[src/rtl/x86alu_pkg.sv]
`default_nettype none
package x86alu_pkg;

    localparam logic [3:0] OP_ADC  = 4'd0;
    localparam logic [3:0] OP_SBB  = 4'd1;
    localparam logic [3:0] OP_AND  = 4'd2;
    localparam logic [3:0] OP_OR   = 4'd3;
    localparam logic [3:0] OP_XOR  = 4'd4;
    localparam logic [3:0] OP_CMP  = 4'd5;
    localparam logic [3:0] OP_TEST = 4'd6;
    localparam logic [3:0] OP_INC  = 4'd7;
    localparam logic [3:0] OP_DEC  = 4'd8;
    localparam logic [3:0] OP_MUL  = 4'd9;
    localparam logic [3:0] OP_IMUL = 4'd10;
    localparam logic [3:0] OP_DIV  = 4'd11;
    localparam logic [3:0] OP_IDIV = 4'd12;
    localparam logic [3:0] OP_SHL  = 4'd13;
    localparam logic [3:0] OP_SHR  = 4'd14;
    localparam logic [3:0] OP_SAR  = 4'd15;

    localparam logic [1:0] SZ_BYTE  = 2'd0;
    localparam logic [1:0] SZ_WORD  = 2'd1;
    localparam logic [1:0] SZ_DWORD = 2'd2;

    localparam int F_CF = 0;
    localparam int F_PF = 1;
    localparam int F_AF = 2;
    localparam int F_ZF = 3;
    localparam int F_SF = 4;
    localparam int F_OF = 5;

    // Number of quotient-bit stages in the divider.
    localparam int DIV_STAGES = 32;

    typedef struct packed {
        logic [3:0]  op;
        logic [1:0]  size;
        logic [5:0]  fin;
        logic [5:0]  flags;
        logic        derr;
        logic [63:0] work;
        logic [31:0] dvs;
        logic        nq;
        logic        nn;
    } t_item;

    function automatic logic [31:0] wmask(input logic [1:0] size);
        unique case (size)
            SZ_BYTE: wmask = 32'h0000_00FF;
            SZ_WORD: wmask = 32'h0000_FFFF;
            default: wmask = 32'hFFFF_FFFF;
        endcase
    endfunction

    function automatic logic msb(input logic [31:0] x, input logic [1:0] size);
        unique case (size)
            SZ_BYTE: msb = x[7];
            SZ_WORD: msb = x[15];
            default: msb = x[31];
        endcase
    endfunction

    function automatic logic [31:0] sx(input logic [31:0] x, input logic [1:0] size);
        unique case (size)
            SZ_BYTE: sx = {{24{x[7]}}, x[7:0]};
            SZ_WORD: sx = {{16{x[15]}}, x[15:0]};
            default: sx = x;
        endcase
    endfunction

    // ZF, SF and PF of a result already masked to the operand width.
    function automatic logic [5:0] szp(input logic [31:0] res, input logic [1:0] size);
        logic [5:0] f;
        f = '0;
        f[F_ZF] = (res == 32'd0);
        f[F_SF] = msb(res, size);
        f[F_PF] = ~(^res[7:0]);
        szp = f;
    endfunction

    function automatic logic is_div(input logic [3:0] op);
        is_div = (op == OP_DIV) || (op == OP_IDIV);
    endfunction

endpackage
`default_nettype wire

[src/rtl/x86alu_back.sv]
`default_nettype none
module x86alu_back (
    input  wire                     i_clk,
    input  wire                     i_rst_n,
    input  wire                     i_en,
    input  wire                     i_valid,
    input  wire x86alu_pkg::t_item  i_item,
    output logic                    o_valid,
    output logic             [63:0] o_result,
    output logic             [5:0]  o_flags_out,
    output logic                    o_divide_error
);

    logic        r_valid;
    logic [63:0] r_result, n_result;
    logic [5:0]  r_flags, n_flags;
    logic        r_derr, n_derr;

    logic [31:0] q, r, m, lim, qs, rs;
    logic [63:0] p;
    logic        ov;

    always_comb begin
        p    = i_item.work;
        q    = i_item.work[31:0];
        r    = i_item.work[63:32];
        m    = x86alu_pkg::wmask(i_item.size);
        lim  = 32'd1 << (x86alu_pkg::msb(32'h0000_0080, i_item.size) ? 5'd7 :
               x86alu_pkg::msb(32'h0000_8000, i_item.size) ? 5'd15 : 5'd31);
        qs   = i_item.nq ? (32'd0 - q) : q;
        rs   = i_item.nn ? (32'd0 - r) : r;
        ov   = 1'b0;
        n_result = i_item.work;
        n_flags  = i_item.flags;
        n_derr   = i_item.derr;

        unique case (i_item.op)
            x86alu_pkg::OP_MUL: begin
                unique case (i_item.size)
                    x86alu_pkg::SZ_BYTE: ov = (p[15:8] != 8'd0);
                    x86alu_pkg::SZ_WORD: ov = (p[31:16] != 16'd0);
                    default:             ov = (p[63:32] != 32'd0);
                endcase
                n_flags[x86alu_pkg::F_CF] = ov;
                n_flags[x86alu_pkg::F_OF] = ov;
            end
            x86alu_pkg::OP_IMUL: begin
                unique case (i_item.size)
                    x86alu_pkg::SZ_BYTE: begin
                        ov = !((&p[63:7]) || (~|p[63:7]));
                        n_result = {48'd0, p[15:0]};
                    end
                    x86alu_pkg::SZ_WORD: begin
                        ov = !((&p[63:15]) || (~|p[63:15]));
                        n_result = {32'd0, p[31:0]};
                    end
                    default: ov = !((&p[63:31]) || (~|p[63:31]));
                endcase
                n_flags[x86alu_pkg::F_CF] = ov;
                n_flags[x86alu_pkg::F_OF] = ov;
            end
            x86alu_pkg::OP_DIV, x86alu_pkg::OP_IDIV: begin
                n_flags = i_item.fin;
                if (i_item.op == x86alu_pkg::OP_DIV) begin
                    ov = ((q & ~m) != 32'd0);
                    qs = q;
                    rs = r;
                end else begin
                    ov = i_item.nq ? (q > lim) : (q > lim - 32'd1);
                end
                n_derr = i_item.derr || ov;
                unique case (i_item.size)
                    x86alu_pkg::SZ_BYTE: n_result = {48'd0, rs[7:0], qs[7:0]};
                    x86alu_pkg::SZ_WORD: n_result = {32'd0, rs[15:0], qs[15:0]};
                    default:             n_result = {rs, qs};
                endcase
                if (n_derr) begin
                    n_result = '0;
                end
            end
            default: begin
            end
        endcase
    end

    always_ff @(posedge i_clk) begin
        if (!i_rst_n) begin
            r_valid <= 1'b0;
        end else if (i_en) begin
            r_valid <= i_valid;
        end
    end

    always_ff @(posedge i_clk) begin
        if (i_en) begin
            r_result <= n_result;
            r_flags  <= n_flags;
            r_derr   <= n_derr;
        end
    end

    assign o_valid        = r_valid;
    assign o_result       = r_result;
    assign o_flags_out    = r_flags;
    assign o_divide_error = r_derr;

endmodule
`default_nettype wire

[config.mk]
export PLATFORM = sky130hd
export DESIGN_NAME = x86alu_back
export DESIGN_NICKNAME = d
export VERILOG_FILES = /design/src/rtl/x86alu_pkg.sv /design/src/rtl/x86alu_back.sv
export SDC_FILE = /design/constraint.sdc
export NUM_CORES = 1
export LEC_CHECK = 0
export ABC_AREA = 1
export ABC_CLOCK_PERIOD_IN_PS = 8400
export BUFFER_PORTS_ARGS = -buffer_cell sky130_fd_sc_hd__buf_2
export CAP_MARGIN = 20
export CORE_MARGIN = 3
export CORE_UTILIZATION = 50
export DETAILED_ROUTE_END_ITERATION = 10
export PLACE_DENSITY_LB_ADDON = 0.05
export SLEW_MARGIN = 20
export SYNTH_ARGS = -nofsm -noshare
export SYNTH_HDL_FRONTEND = slang
export SYNTH_SLANG_ARGS = --single-unit
[constraint.sdc]
create_clock -name i_clk -period 8.4 [get_ports i_clk]
set_input_delay 0.42 -clock i_clk [delete_from_list [all_inputs] [get_ports i_clk]]
set_output_delay 0.42 -clock i_clk [all_outputs]
set_load 0.02 [all_outputs]
# ---- Word-level counts from Yosys, hierarchy flattened
# Index checks and enable logic that the tools add are counted.
dict set report word_totals {
  word_cells 61
  inputBits 121
  reg_bits 72
  out_inout_bits 72
}
dict set report classes {
  eq_ne 5
  n_lt_le_gt_ge 2
  n_shift 1
  mux 22
  addsub 3
  reduce_logical 22
  bitwise 2
}
# operator count
set op_table {}
lappend op_table {{$pmux W64 S2} 3}
lappend op_table {{$mux W32} 4}
lappend op_table {{$gt A32 B32 Y1} 2}
lappend op_table {{$mux W64} 1}
lappend op_table {{$pmux W32 S2} 1}
lappend op_table {{$reduce_bool A32 Y1} 2}
lappend op_table {{$sub A1 B32 Y32 const A} 2}
lappend op_table {{$reduce_and A57 Y1} 1}
lappend op_table {{$reduce_or A57 Y1} 1}
lappend op_table {{$reduce_and A49 Y1} 1}
lappend op_table {{$reduce_or A49 Y1} 1}
lappend op_table {{$reduce_and A33 Y1} 1}
lappend op_table {{$reduce_or A33 Y1} 1}
lappend op_table {{$and A32 B32 Y32} 1}
lappend op_table {{$not A32 Y32} 1}
lappend op_table {{$shl A1 B5 Y32 const A} 1}
lappend op_table {{$sub A32 B1 Y32 const B} 1}
lappend op_table {{$eq A4 B4 Y1 const B} 4}
lappend op_table {{$reduce_bool A16 Y1} 1}
lappend op_table {{$mux W5} 2}
lappend op_table {{$reduce_bool A8 Y1} 1}
lappend op_table {{$logic_not A1 Y1} 6}
lappend op_table {{$mux W1} 6}
lappend op_table {{$pmux W1 S3} 2}
lappend op_table {{other kinds (6)} 10}

# ---- Depth between registers and ports, before layout
dict set report logic_depth {
  depth_word 13
  depth_mapped 18
  ltp_nobuf 15
}

# ---- Worst setup path before layout
# OpenSTA, ideal clock, no wires.
dict set report synth_path {
  path_kind {input to register}
  start {input i_item[112] (netlist bit)}
  end {register r_derr, in the netlist o_divide_error, data pin}
  t_arrival_ns 2.929
  t_required_ns 8.146
  setup_slack_ns 5.216
  path_buffers 3
  setup_ns 0.254
  path_stages 16
  cell_sequence {buf_6 > inv_6 > clkbuf_1 > ha_1 > nand2_1 > nor2_1 > nand2_1 > nor3_1 > nand4_1 > and2_1 > nand2_1 > nand2_2 > nand2_4 > nand3_4 > buf_6 > o21a_1}
}
dict set report synth_between {
  elab_chain_len 12
  elab_cells_between_ends 19
  classes_between {1 x add/sub; 2 x order compare; 1 x eq/ne; 1 x shift; 9 x mux; 2 x bitwise; 3 x reduce/logical}
}
# item line
set synth_lines {}
lappend synth_lines {{start, declared} x86alu_back.sv:7} ;# input wire x86alu_pkg::t_item i_item,
lappend synth_lines {{$eq A2 B1 Y1} {x86alu_pkg.sv:48, x86alu_pkg.sv:56}}
lappend synth_lines {{$mux W1} x86alu_pkg.sv:56} ;# unique case (size)
lappend synth_lines {{$mux W5} x86alu_back.sv:29} ;# x86alu_pkg::msb(32'h0000_8000, i_item.size) ? 5'd15 : 5'd31);
lappend synth_lines {{$mux W5} x86alu_back.sv:28} ;# lim = 32'd1 << (x86alu_pkg::msb(32'h0000_0080, i_item.size) ? 5'd7 :
lappend synth_lines {{$shl A1 B5 Y32} x86alu_back.sv:28}
lappend synth_lines {{$sub A32 B1 Y32} x86alu_back.sv:69} ;# ov = i_item.nq ? (q > lim) : (q > lim - 32'd1);
lappend synth_lines {{$gt A32 B32 Y1} x86alu_back.sv:69}
lappend synth_lines {{$mux W1} x86alu_back.sv:69}
lappend synth_lines {{$mux W1 *} x86alu_back.sv:64} ;# if (i_item.op == x86alu_pkg::OP_DIV) begin
lappend synth_lines {{$mux W1 *} x86alu_back.sv:37} ;# unique case (i_item.op)
lappend synth_lines {{$logic_or A1 B1 Y1 *} x86alu_back.sv:71} ;# n_derr = i_item.derr || ov;
lappend synth_lines {{$mux W1 *} x86alu_back.sv:37}
lappend synth_lines {{net n_derr} x86alu_back.sv:17} ;# logic r_derr, n_derr;
lappend synth_lines {{end signal, assigned} x86alu_back.sv:98} ;# r_derr <= n_derr;
lappend synth_lines {{end, declared} x86alu_back.sv:17}
# The timed path passes the listed nets; every way through them passes the cells marked *. The select of a mux whose other input is x is not followed.
# A chain may end at the register's enable or synchronous reset.

# ---- Worst setup path after layout
dict set report layout_path {
  start {input i_item[112] (netlist bit)}
  end {register r_result[46], in the netlist o_result[46], data pin}
}
dict set report layout_between {
  elab_chain_len 13
  elab_cells_between_ends 22
  classes_between {1 x add/sub; 2 x order compare; 1 x eq/ne; 1 x shift; 12 x mux; 2 x bitwise; 3 x reduce/logical}
}
# item line
set layout_lines {}
lappend layout_lines {{$eq A2 B1 Y1} n/a}
lappend layout_lines {{$mux W1} x86alu_pkg.sv:56}
lappend layout_lines {{$mux W5} x86alu_back.sv:29}
lappend layout_lines {{$mux W5} x86alu_back.sv:28}
lappend layout_lines {{$shl A1 B5 Y32} x86alu_back.sv:28}
lappend layout_lines {{$sub A32 B1 Y32} x86alu_back.sv:69}
lappend layout_lines {{$gt A32 B32 Y1} x86alu_back.sv:69}
lappend layout_lines {{$mux W1} x86alu_back.sv:69}
lappend layout_lines {{$mux W1} x86alu_back.sv:64}
lappend layout_lines {{$mux W1} x86alu_back.sv:37}
lappend layout_lines {{$logic_or A1 B1 Y1} x86alu_back.sv:71}
lappend layout_lines {{$mux W64} x86alu_back.sv:77} ;# if (n_derr) begin
lappend layout_lines {{$pmux W64 S2 *} x86alu_back.sv:37}
lappend layout_lines {{net n_result[46]} x86alu_back.sv:15} ;# logic [63:0] r_result, n_result;
lappend layout_lines {{end signal, assigned} x86alu_back.sv:96} ;# r_result <= n_result;
lappend layout_lines {{end, declared} x86alu_back.sv:15}
# Marks and branches as above.

==> qor.csv <==
metric;value;unit
status;finished, final reports clean;
Yosys top cell by area;edfxtp_1;
Sink Count;72;
Area Growth Syn to Fin;16.6;%
critical path endpoint category;register;
Synth Area in Compound Gates;12.2;%
total CTS buffers;9;
Synth Area in Adders;6.44;%
Worst Path Arrival;4.25;ns
pwr dens;145;mW/mm^2
Worst-path clk slew;0.07;ns
async set-reset flop share out of synthesis;0;%
aggregate global-route resource usage;29.7;%
Post-route DRC;0;
Vias;7313;
initial antenna violation count;0;
Post-Place Cells;1275;
hold path cells;3;
CTS max path bufs;2;
Util after Layout;61.1;%
Critical Path Fanout Max;63;
WL per Instance;17.4;um
initial DRC count;778;
HP Class;in -> reg;
measured slew at the worst slew-check pin;0.837;ns
commonest non-fill, non-tap cell in the layout;nand2_1;
top cells by area, synth;edfxtp_1 (31%), nand2_1 (13%), nor2_1 (6.9%), ha_1 (6.4%), nand4_1 (6.2%);
mapped cell area;0.00680;mm^2
Reg-to-Reg End;o_valid;
initial core utilization;52.4;%
Reg-to-Reg Start;o_valid;
Max Clk Rate;0.244;GHz
total global routing overflow;0;
Row Count;41;
Layout Cells excl Fill;1291;
CTS tree;built;
crit path kind;in -> reg;
Ports;193;
most frequent cells in the layout;nand2_1 (239), buf_2 (160), nor2_1 (125);
Layout Nets;1270;
Final Setup Violations;0;
Yosys reg bits;72;
PortBufs;160;
post-synthesis simple-gate area fraction;38.0;%
vias in the first global route;6187;
Antenna diodes;0;
Routed Antenna Nets;0;
mux share of post-synthesis cell area;0;%
Root Driver;clkbuf_16;
Die Y;123;um
worst hold path startpoint;i_valid;
Die W;123;um
RSZ-0062 raised after global routing;false;
Final WS setup;4.30;ns
setup TNS;0;ns
r2r worst-path depth;2;
Max VDD drop;0.133;mV
GPL Wtd Cong;0.984;
Syn Nets;1129;
slew margin rel.;44.1;%
mean number of vias per cell;5.66;
XOR/XNOR share of the synthesized area;3.73;%
synth warn;0;
Final Hold Viols;0;
total die area;0.0150;mm^2
setup repair bufs after CTS;0;
largest family of logic cells by synthesized area;simple AND/OR/NAND/NOR gates;
worst slack, placed;4.04;ns
Leak;3.64;nW
Core ar.;0.0130;mm^2
largest net degree at the start of global routing;64;
Gate Count Post-Synth;973;
Startpoint Class;primary input;
post-layout minimum cycle time;4.10;ns
Mean Syn Cell Area;6.99;um^2
Layout Skew;0;ns
share of cells above drive strength 1;21.1;%
Worst-Skew Late Latency;0.34;ns
number of H-tree levels;3;
EDFF count, synth;71;
R2R setup slack;7.75;ns
Unique masters post-synth;47;
first-pass GRT wire length;34.2;mm
CTS Hold Bufs;0;
total power;0.00115;W
total routed wirelength;22.4;mm
final period utilization;48.8;%
sequential-to-total area share from yosys stat;31.6;%
Min-Delay Endpoint;o_valid;
count of pins over their slew limit;0;
Post-synth top flop;edfxtp_1;
max-cap viol count;0;
Post-CTS Resized;0;
CP required;8.55;ns
HPWL Detailed;16.6;mm
top cell type's share of synthesized area;31.3;%
iteration count of the initial detailed-routing pass;5;
## cell families after synthesis
logic type | Yosys count
and+or+nand+nor | 567
AOI/OAI and AO/OA | 142
buffers and inverters | 127
DFF | 72
adders and majority gates | 35
xor gates and xnor gates | 29
other | 1
## flip-flops by register name, indices dropped and copies added, names as in the netlist
signal and count:
o_divide_error 1, o_flags_out 6, o_result 64, o_valid 1
## worst max path at each step
| stage | slack (ns) | endpoint | startpoint | depth (start not counted) |
|---|---|---|---|---|
| global route | 4.03 | o_result[46] | i_item[112] | 14 |
| global placement | 4.04 | o_result[46] | i_item[112] | 14 |
| CTS | 4.38 | o_result[46] | i_item[112] | 14 |
| detailed placement | 4.04 | o_result[46] | i_item[112] | 14 |
| finish | 4.30 | o_result[46] | i_item[112] | 14 |
| floorplan | 5.22 | o_divide_error | i_item[112] | 16 |
## final cells by class
cell class / count / area [um^2]
inverters: 94 / 360
clock buffers: 10 / 229
clock inverters: 6 / 42.5
multi-input cells: 774 / 4110
well taps: 172 / 215
fillers: 1284 / 5040
flip-flops and latches: 72 / 2150
repair buffers: 163 / 823
## per-layer routing
layer | track usage (%) | vias to the layer above | wire length (um)
met5 | 0 | - | 0
met4 | 7.98 | 0 | 311
met3 | 4.42 | 20 | 2050
met2 | 43.1 | 349 | 9610
met1 | 45.9 | 3350 | 10400
li1 | - | 3594 | -
## report_power, final
group / total (W) / switching (W) / internal [W]
registers: 0.000443 / 0.00000806 / 0.000435
logic: 0.000336 / 0.000236 / 0.000101
clock network: 0.000369 / 0.000168 / 0.000201
total: 0.00115 / 0.000411 / 0.000737
## synthesized netlist by cell type, types with 5 or more instances
library cell and number:
a21oi_1 29, buf_2 16, clkbuf_1 11, edfxtp_1 71, ha_1 35, inv_1 85
inv_2 7, nand2_1 239, nand2_2 5, nand3_1 81, nand4_1 67, nor2_1 125
nor2_2 6, nor3_1 12, nor4_1 6, o21ai_0 70, o21ai_1 9, o21ai_2 20
or2_2 6, xor2_1 28
## metrics by stage
stage | hold WS (ns) | instance area (um^2)
after global placement | 0.521 | 7660
after CTS | 0.303 | 7940
after floorplan | 0.513 | 6800
final | 0.310 | 7940
after global routing | 0.321 | 7940
after detailed placement | 0.532 | 7660
## worst max-delay path: stages
cell     delay, ns
buf_2         0.51
inv_6         0.36
ha_1          0.41
nand2_1       0.07
nor2_1        0.14
nand2_1       0.07
nor3_1        0.43
nand4_1       0.16
and2_1        0.17
nand2_1       0.09
nand2_2       0.07
nand2_4       0.38
nand3_4       0.49
o21ai_0       0.44
No activity file was read; power rests on OpenSTA's default activity.
