<file path="src/rtl/x86alu_pkg.sv">
`default_nettype none
package x86alu_pkg;

    localparam logic [3:0] OP_ADC  = 4'd0;
    localparam logic [3:0] OP_SBB  = 4'd1;
    localparam logic [3:0] OP_AND  = 4'd2;
    localparam logic [3:0] OP_OR   = 4'd3;
    localparam logic [3:0] OP_XOR  = 4'd4;
    localparam logic [3:0] OP_CMP  = 4'd5;
    localparam logic [3:0] OP_TEST = 4'd6;
    localparam logic [3:0] OP_INC  = 4'd7;
    localparam logic [3:0] OP_DEC  = 4'd8;
    localparam logic [3:0] OP_MUL  = 4'd9;
    localparam logic [3:0] OP_IMUL = 4'd10;
    localparam logic [3:0] OP_DIV  = 4'd11;
    localparam logic [3:0] OP_IDIV = 4'd12;
    localparam logic [3:0] OP_SHL  = 4'd13;
    localparam logic [3:0] OP_SHR  = 4'd14;
    localparam logic [3:0] OP_SAR  = 4'd15;

    localparam logic [1:0] SZ_BYTE  = 2'd0;
    localparam logic [1:0] SZ_WORD  = 2'd1;
    localparam logic [1:0] SZ_DWORD = 2'd2;

    localparam int F_CF = 0;
    localparam int F_PF = 1;
    localparam int F_AF = 2;
    localparam int F_ZF = 3;
    localparam int F_SF = 4;
    localparam int F_OF = 5;

    // Number of quotient-bit stages in the divider.
    localparam int DIV_STAGES = 32;

    typedef struct packed {
        logic [3:0]  op;
        logic [1:0]  size;
        logic [5:0]  fin;
        logic [5:0]  flags;
        logic        derr;
        logic [63:0] work;
        logic [31:0] dvs;
        logic        nq;
        logic        nn;
    } t_item;

    function automatic logic [31:0] wmask(input logic [1:0] size);
        unique case (size)
            SZ_BYTE: wmask = 32'h0000_00FF;
            SZ_WORD: wmask = 32'h0000_FFFF;
            default: wmask = 32'hFFFF_FFFF;
        endcase
    endfunction

    function automatic logic msb(input logic [31:0] x, input logic [1:0] size);
        unique case (size)
            SZ_BYTE: msb = x[7];
            SZ_WORD: msb = x[15];
            default: msb = x[31];
        endcase
    endfunction

    function automatic logic [31:0] sx(input logic [31:0] x, input logic [1:0] size);
        unique case (size)
            SZ_BYTE: sx = {{24{x[7]}}, x[7:0]};
            SZ_WORD: sx = {{16{x[15]}}, x[15:0]};
            default: sx = x;
        endcase
    endfunction

    // ZF, SF and PF of a result already masked to the operand width.
    function automatic logic [5:0] szp(input logic [31:0] res, input logic [1:0] size);
        logic [5:0] f;
        f = '0;
        f[F_ZF] = (res == 32'd0);
        f[F_SF] = msb(res, size);
        f[F_PF] = ~(^res[7:0]);
        szp = f;
    endfunction

    function automatic logic is_div(input logic [3:0] op);
        is_div = (op == OP_DIV) || (op == OP_IDIV);
    endfunction

endpackage
`default_nettype wire

</file>
<file path="src/rtl/x86alu_div_step.sv">
`default_nettype none
module x86alu_div_step (
    input  wire                     i_clk,
    input  wire                     i_rst_n,
    input  wire                     i_en,
    input  wire                     i_valid,
    input  wire x86alu_pkg::t_item  i_item,
    output logic                    o_valid,
    output x86alu_pkg::t_item       o_item
);

    logic               r_valid;
    x86alu_pkg::t_item  r_item;
    x86alu_pkg::t_item  n_item;
    logic [32:0]        t;
    logic [33:0]        dif;

    // One restoring step: shift in the next dividend bit, subtract if it fits.
    always_comb begin
        n_item = i_item;
        t      = {i_item.work[63:32], i_item.work[31]};
        dif    = {1'b0, t} - {2'b00, i_item.dvs};
        if (x86alu_pkg::is_div(i_item.op) && !i_item.derr) begin
            if (!dif[33]) begin
                n_item.work = {dif[31:0], i_item.work[30:0], 1'b1};
            end else begin
                n_item.work = {t[31:0], i_item.work[30:0], 1'b0};
            end
        end
    end

    always_ff @(posedge i_clk) begin
        if (!i_rst_n) begin
            r_valid <= 1'b0;
        end else if (i_en) begin
            r_valid <= i_valid;
        end
    end

    always_ff @(posedge i_clk) begin
        if (i_en) begin
            r_item <= n_item;
        end
    end

    assign o_valid = r_valid;
    assign o_item  = r_item;

endmodule
`default_nettype wire

</file>
<file path="config.mk">
export PLATFORM = sky130hd
export DESIGN_NAME = x86alu_div_step
export DESIGN_NICKNAME = d
export VERILOG_FILES = /design/src/rtl/x86alu_pkg.sv /design/src/rtl/x86alu_div_step.sv
export SDC_FILE = /design/constraint.sdc
export NUM_CORES = 1
export LEC_CHECK = 0
export BUFFER_PORTS_ARGS = -buffer_cell sky130_fd_sc_hd__buf_2
export CAP_MARGIN = 20
export CORE_MARGIN = 2
export CORE_UTILIZATION = 30
export DETAILED_ROUTE_END_ITERATION = 16
export PLACE_DENSITY = 0.58
export SYNTH_ARGS = -nofsm -noshare
export SYNTH_HDL_FRONTEND = slang
export SYNTH_SLANG_ARGS = --single-unit
</file>
<file path="constraint.sdc">
create_clock -name i_clk -period 4.9 [get_ports i_clk]
set_input_delay 0.49 -clock i_clk [delete_from_list [all_inputs] [get_ports i_clk]]
set_output_delay 0.49 -clock i_clk [all_outputs]
set_load 0.05 [all_outputs]
</file>
* Yosys cells after proc, flatten, opt, wreduce, memory -nomap -nowiden
Cells that the tools add are included.
** Storage, ports and cells
- Output and inout port bits :: 118
- Flip-flop bits (word level) :: 118
- Logic and storage cells :: 18
** Cells by class
- $add $sub $neg :: 1
- Equal/unequal tests :: 2
- Mux-type cells :: 2
- Reduce and logical (&&, ||, !) cells :: 3
** Operator list (count)
- 64-bit two-way mux :: 2
- 33-bit by 32-bit subtractor with 34-bit output :: 1
- 4-bit equality test (second input constant) :: 2
- 1-bit logical AND :: 1
- 1-bit logical NOT :: 1
- 1-bit logical OR :: 1

* Depth between registers and ports, before layout
Gate-level depths: netlist (run 1).
- Depth in word-level cells :: 4
- Gate-level depth with buffers :: 14
- Gate-level depth less buffers :: 12

* Worst setup path after synthesis (run 1)
OpenSTA, ideal clock, no wires.
- Kind :: input to register
- Start point :: input port i_item[10] in the netlist's numbering
- End point :: register r_item (netlist bit o_item[81]) (data pin)
- Stages :: 12
- Path slack :: 2.045 ns
- Arrival time :: 2.589 ns
- Cell sequence :: inv_1 ha_1 and4_4 nand2_1 a211o_1 a211oi_2 nor3_2 o311ai_2 buf_6 buf_12 mux2i_1 o21ai_1
** RTL lines
- start, declared :: line x86alu_div_step.sv:7 : input wire x86alu_pkg::t_item i_item,
- end signal, assigned :: line x86alu_div_step.sv:42 : r_item <= n_item;
- end, declared :: line x86alu_div_step.sv:13 : x86alu_pkg::t_item r_item;

==> qor.txt, run 1 <==
Outcome = finished clean
Root Buffer = clkbuf_16
Yosys Warn Count = 0
CTS Buffer Depth = 2
Setup TNS = 0 ns
Required time of the worst setup path = 5.06 ns
GRT Util Overall = 15.3%
Hold path endpoint = o_item[104]
Hold Crit Class = primary input to flip-flop
Fin crit period = 3.33 ns
Hold path cells = 1
Asr flop ratio synth = 0%
Detailed Routing Iterations Pass 1 = 4
Grt total ovfl = 0
Post-synthesis register bit count = 118
Clock skew = 0 ns
Area contributors post-synth = edfxtp_1, nand2_1, ha_1
Post-Syn Area = 0.00650 mm2
Drt via density = 4.75
Cell with the most instances after synthesis = nand2_1
Reg-to-reg startpoint = o_valid
WS Path Type = primary input to flip-flop
Worst Slack Setup Final = 1.57 ns
Core area = 0.0212 mm2
Slew headroom = 35.6%
Worst hold path startpoint = i_item[104]
Starting Density = 30.7%
Area Growth Syn to Fin = 31.9%
FP Rows = 53
Share of the synthesized area in the top cell type = 54.0%
Largest net degree at the start of global routing = 51
Clock Latency Late Sink = 0.41 ns
Count of cell types in the netlist = 55
Share of power burned in registers = 36.9%
Die Y = 151 um
Post-synth top cells = nand2_1, edfxtp_1, inv_1
Reg-to-reg endpoint = o_valid
Vias in the first global route = 5300
Vias = 5471
CTS clk-pin slew, worst paths = 0.06 ns
CTS tree = yes
Top FF cell, synth = edfxtp_1
Pwr dens = 388 mW/mm2
# DRC = 0
Crit path launch type = primary input
Net Sw Frac = 32.5%
Setup Buffers After CTS = 0
CTS Hold Bufs = 0
Avg Cell Area, Syn = 10.4 um2
Crit share post-route = 68.0%
Die area = 0.0229 mm2
Initial antenna violation count = 1
PostCTS Resize Cnt = 0
FILL cells = 2102
Int Pwr = 0.00224 W
Sequential share of the synthesized area = 54.3%
First DRT Iteration DRCs = 291
RePlAce Congestion = 0.785
Arrival time worst endpoint = 3.49 ns
FMAX = 300 MHz
Multi-input logic area = 0.00268 mm2
Port bufs = 238
R2r worst-path depth = 2
EDFF count, synth = 117
Post-Place Worst Slack = 1.16 ns
Leak pwr = 4.00 nW
R2R Setup Slk = 4.31 ns
Mapped Cells = 626
H-tree depth = 4
I/O pin count = 239
Clk sinks = 118
FF+latch area = 0.00353 mm2
Ant diodes = 0
First-pass GRT wire length = 26900 um
WL final = 17700 um
Maximum VDD drop = 0.223 mV
Final hold vios = 0
Synthesized Nets = 780
Unrepaired setup endpoints after global routing = false
Detail Route Antenna Nets = 0
Worst slew pin tran = 0.966 ns
Post-DP HPWL = 13400 um
Max cap viols = 0
Final net count = 1017
Final number of setup-violating endpoints = 0
Power share of the clock group = 38.7%
Layout cells sized above 1 = 32.3%
Die width = 151 um
Switching power = 0.00108 W
TritonCTS buffer count = 17
Slew Viols, Final = 0
Cell taking the most area after synthesis = edfxtp_1
Combinational power share = 24.4%
Avg WL per Cell = 15.4 um
Critical Path Fanout Max = 28
Critical Path Sink Type = flip-flop
state kept, by name (all words and copies together), names as in the netlist:
name,count
o_item,117
o_valid,1
cells in the final DEF (no fill, tap or decap), types with 13 or more instances in the layout:
master / Yosys / layout
a21o_1: 17 / 17
a21oi_1: 33 / 33
buf_2: 1 / 237
clkbuf_16: 0 / 17
edfxtp_1: 117 / 117
ha_1: 32 / 32
inv_1: 42 / 42
mux2i_1: 19 / 19
nand2_1: 146 / 146
nor2_1: 33 / 33
o21ai_0: 27 / 27
o21ai_1: 16 / 16
xor2_1: 13 / 13
cell families after synthesis:
group | count (synthesis) | share of synthesized area [%]
simple gates | 222 | 14.5
compound gates | 144 | 14.3
flops | 118 | 54.3
buf+inv | 68 | 4.54
fa+ha+maj | 33 | 6.47
xor+xnor | 22 | 2.96
mux | 19 | 2.93
power groups by stage:
stage	registers, W	clock network, W	logic, W
2_1_floorplan	0.00155	0	0.000281
3_3_place_gp	0.00125	0	0.000810
3_5_place_dp	0.00125	0	0.000812
4_1_cts	0.00123	0.00132	0.000815
5_1_grt	0.00124	0.00137	0.000877
6_report	0.00123	0.00129	0.000811
stage by stage:
stage               instances  utilization [%]  cell area (um2)  hold slack, ns  power, W
finish                   1151             40.5             8570           0.247   0.00333
global route             1151             40.5             8570           0.226   0.00348
CTS                      1151             40.5             8570           0.227   0.00337
detailed placement       1119             37.7             7970           0.507   0.00206
global placement         1119             37.7             7970           0.494   0.00206
floorplan                 626                -             6500           0.589   0.00183
how the worst max path moves through the flow:
stage / end / slack [ns] / from / cells after the start
4_1_cts: o_item[71] / 1.57 / i_item[11] / 12
3_5_place_dp: o_item[71] / 1.16 / i_item[11] / 12
3_3_place_gp: o_item[71] / 1.23 / i_item[11] / 12
2_1_floorplan: o_item[81] / 2.05 / i_item[10] / 12
6_report: o_item[71] / 1.57 / i_item[11] / 12
5_1_grt: o_item[77] / 1.28 / i_item[11] / 13
per-layer routing:
layer / share of wire (%) / GRT usage, % / vias up
met5: 0.062 / 0 / -
met4: 1.4 / 4.77 / 2
met3: 8.9 / 5.36 / 20
met2: 46 / 25.1 / 209
met1: 43 / 19.0 / 2524
li1: - / - / 2716
critical path, stage by stage:
cell	delay, ns
buf_2	0.10
inv_1	0.04
ha_1	0.39
nand3_1	0.11
o211ai_1	0.31
a211oi_1	0.16
a211oi_2	0.33
nor3_2	0.12
o311ai_4	0.63
buf_12	0.30
nor2_1	0.14
a221o_1	0.34
cell type report:
class | instances | area share (%)
tap | 275 | 4.01
inverter | 42 | 1.84
multi-input combinational | 440 | 31.3
clock inverter | 15 | 2.07
sequential | 118 | 41.2
timing repair buffer | 244 | 14.6
clock buffer | 17 | 4.96
(Power assumes the default switching activity.)
==> run 2: changes to the inputs <==
--- a/config.mk
+++ b/config.mk
@@ -10,7 +10,7 @@
 export CORE_MARGIN = 2
 export CORE_UTILIZATION = 30
 export DETAILED_ROUTE_END_ITERATION = 16
-export PLACE_DENSITY = 0.58
+export PLACE_DENSITY = 0.6
 export SYNTH_ARGS = -nofsm -noshare
 export SYNTH_HDL_FRONTEND = slang
 export SYNTH_SLANG_ARGS = --single-unit
==> constraint.sdc (replaced) <==
create_clock -name i_clk -period 2.8 [get_ports i_clk]
set_input_delay 0.28 -clock i_clk [delete_from_list [all_inputs] [get_ports i_clk]]
set_output_delay 0.28 -clock i_clk [all_outputs]
set_load 0.05 [all_outputs]
==> qor.txt, run 2 (synthesis gave the netlist of run 1 again) <==
Outcome = finished clean
Max cap viols = 0 (unchanged)
R2r worst-path depth = 2 (unchanged)
Required time of the worst setup path = 2.97 ns (-2.09 ns)
Area Growth Syn to Fin = 40.8%
I/O pin count = 239 (unchanged)
CP cell instances = buf_2, inv_1, ha_1, nor2b_1, o31ai_1, a21oi_1, o21ai_0, a21boi_0, o21a_1, or3_1, a31oi_1, o21ai_1
# DRC = 0 (unchanged)
Grt total ovfl = 0 (unchanged)
GRT Util Overall = 15.9% (+0.55 points)
Critical Path Sink Type = flip-flop
Cell depth of the worst setup path = 12 (unchanged)
Post-Place Worst Slack = -0.243 ns (-1.40 ns)
CTS clk-pin slew, worst paths = 0.06 ns (about the same)
Hold path cells = 1 (unchanged)
Worst Slack Setup Final = 0.160 ns (-1.41 ns)
Final number of setup-violating endpoints = 0 (unchanged)
Power share of the clock group = 38.8% (about the same)
WS Path Type = primary input to flip-flop
Port bufs = 238 (unchanged)
Die Y = 151 um (unchanged)
Most common cell after layout, fill and taps aside = buf_2
Int Pwr = 0.00404 W (+80%)
Drt via density = 4.61 (-3.0%)
Post-route cell area = 0.00915 mm2 (+6.7%)
Most frequent cells in the layout = buf_2, nand2_1, edfxtp_1, buf_4, inv_1
Slew headroom = 53.2% (+18 points)
Arrival time worst endpoint = 2.81 ns (-0.68 ns)
Root Buffer = clkbuf_16
Clk sinks = 118 (unchanged)
Crit share post-route = 94.3%
Leak pwr = 4.36 nW (+9.1%)
Ant diodes = 0 (unchanged)
Net Sw Frac = 32.9% (+0.35 points)
Vias in the first global route = 5480 (+3.4%)
CP bufs+invs = 2 (-1)
Largest register FFs = 117 (unchanged)
Slowest cell on crit path = o31ai_1
Share of power burned in registers = 35.7% (-1.2 points)
Post-DP HPWL = 13900 um (+3.6%)
First DRT Iteration DRCs = 294 (+1.0%)
Starting Density = 30.7% (unchanged)
Final net count = 1087 (+6.9%)
Core area = 0.0212 mm2 (unchanged)
Maximum VDD drop = 0.387 mV (+74%)
Die area = 0.0229 mm2 (unchanged)
Critical Path Fanout Max = 4 (-86%)
Pwr dens = 658 mW/mm2 (+70%)
Detail Route Antenna Nets = 0 (unchanged)
WL final = 18400 um (+4.2%)
Detailed Routing Iterations Pass 1 = 5 (+1)
Fin crit period = 2.64 ns
Largest net degree at the start of global routing = 119 (+130%)
Avg WL per Cell = 15.1 um (-1.7%)
Clock skew = 0 ns (unchanged)
Power consumption = 0.00603 W (+81%)
FMAX = 379 MHz
Multi-input logic area = 0.00268 mm2 (unchanged)
Setup Buffers After CTS = 0 (unchanged)
CTS Buffer Depth = 2 (unchanged)
Hold Crit Class = primary input to flip-flop
Layout cells sized above 1 = 37.5% (+5.2 points)
Clock Latency Late Sink = 0.42 ns (about the same)
Slew Viols, Final = 0 (unchanged)
FP Rows = 53 (unchanged)
FILL cells = 2115 (+0.62%)
FF+latch area = 0.00353 mm2 (unchanged)
Final hold vios = 0 (unchanged)
First-pass GRT wire length = 27700 um (+3.2%)
Critical path's top delay family = compound AO/OA/AOI/OAI gates
Die width = 151 um (unchanged)
TritonCTS buffer count = 17 (unchanged)
PostCTS Resize Cnt = 0 (unchanged)
CTS tree = yes
Vias = 5629 (+2.9%)
Worst slew pin tran = 0.702 ns (-0.264 ns)
CTS Hold Bufs = 0 (unchanged)
Crit path launch type = primary input
Combinational power share = 25.5% (+1.1 points)
Initial antenna violation count = 0 (-1)
Unrepaired setup endpoints after global routing = false
Switching power = 0.00198 W (+83%)
RePlAce Congestion = 0.858 (+9.3%)
Placed cell area = 0.00853 mm2 (+7.1%)
H-tree depth = 4 (unchanged)
Worst stage delay on the critical path = 0.48 ns (-0.15 ns)
## run 2: cell types whose count changed in the layout (fill, tap and decap cells not counted)
| cell | previous run | this run |
|---|---|---|
| clkinv_2 | 2 | 1 |
| inv_8 | 0 | 1 |
| buf_12 | 1 | 4 |
| inv_6 | 3 | 6 |
| clkinv_1 | 2 | 0 |
| clkinv_4 | 5 | 3 |
| buf_4 | 6 | 73 |
| clkinvlp_4 | 0 | 1 |
## run 2: power by group through the flow
stage               Sequential, W  Combinational, W  Clock, W
floorplan                 0.00272          0.000492         0
global placement          0.00219           0.00154         0
detailed placement        0.00219           0.00154         0
CTS                       0.00216           0.00155   0.00240
global route              0.00217           0.00166   0.00247
finish                    0.00215           0.00154   0.00234
## run 2: cell type report
cell class | instances | area share (%)
Clock inverter | 15 | 2.11
Timing Repair Buffer | 314 | 19.8
Tap cell | 275 | 3.76
Inverter | 42 | 1.72
Sequential cell | 118 | 38.6
Multi-Input combinational cell | 440 | 29.3
Clock buffer | 17 | 4.65
## run 2: metal layers
metal	GRT usage, %	routed length [um]	vias up
met4	5.37	268	0
li1	-	-	2858
met2	26.3	8770	207
met3	3.86	1300	17
met1	20.3	8120	2547
met5	0	0	-
## run 2: metrics by stage
stage                     utilization (%)  instances  hold slack, ns  TNS (ns)
after CTS                            43.3       1221          0.0129         0
after floorplan                         -        626           0.379         0
after global routing                 43.3       1221          0.0114         0
after global placement               40.3       1189           0.456     -4.11
final                                43.3       1221          0.0268         0
after detailed placement             40.3       1189           0.459     -6.02
## run 2: path summary, 6_finish.rpt
| path | from | to | slack (ns) |
|---|---|---|---|
| worst max-delay path | i_item[3] | o_item[75] | 0.16 |
| worst min-delay path | i_item[99] | o_item[99] | 0.03 |
| worst max register to register | o_valid | o_valid | 2.21 |
| worst min register to register | o_valid | o_valid | 0.52 |
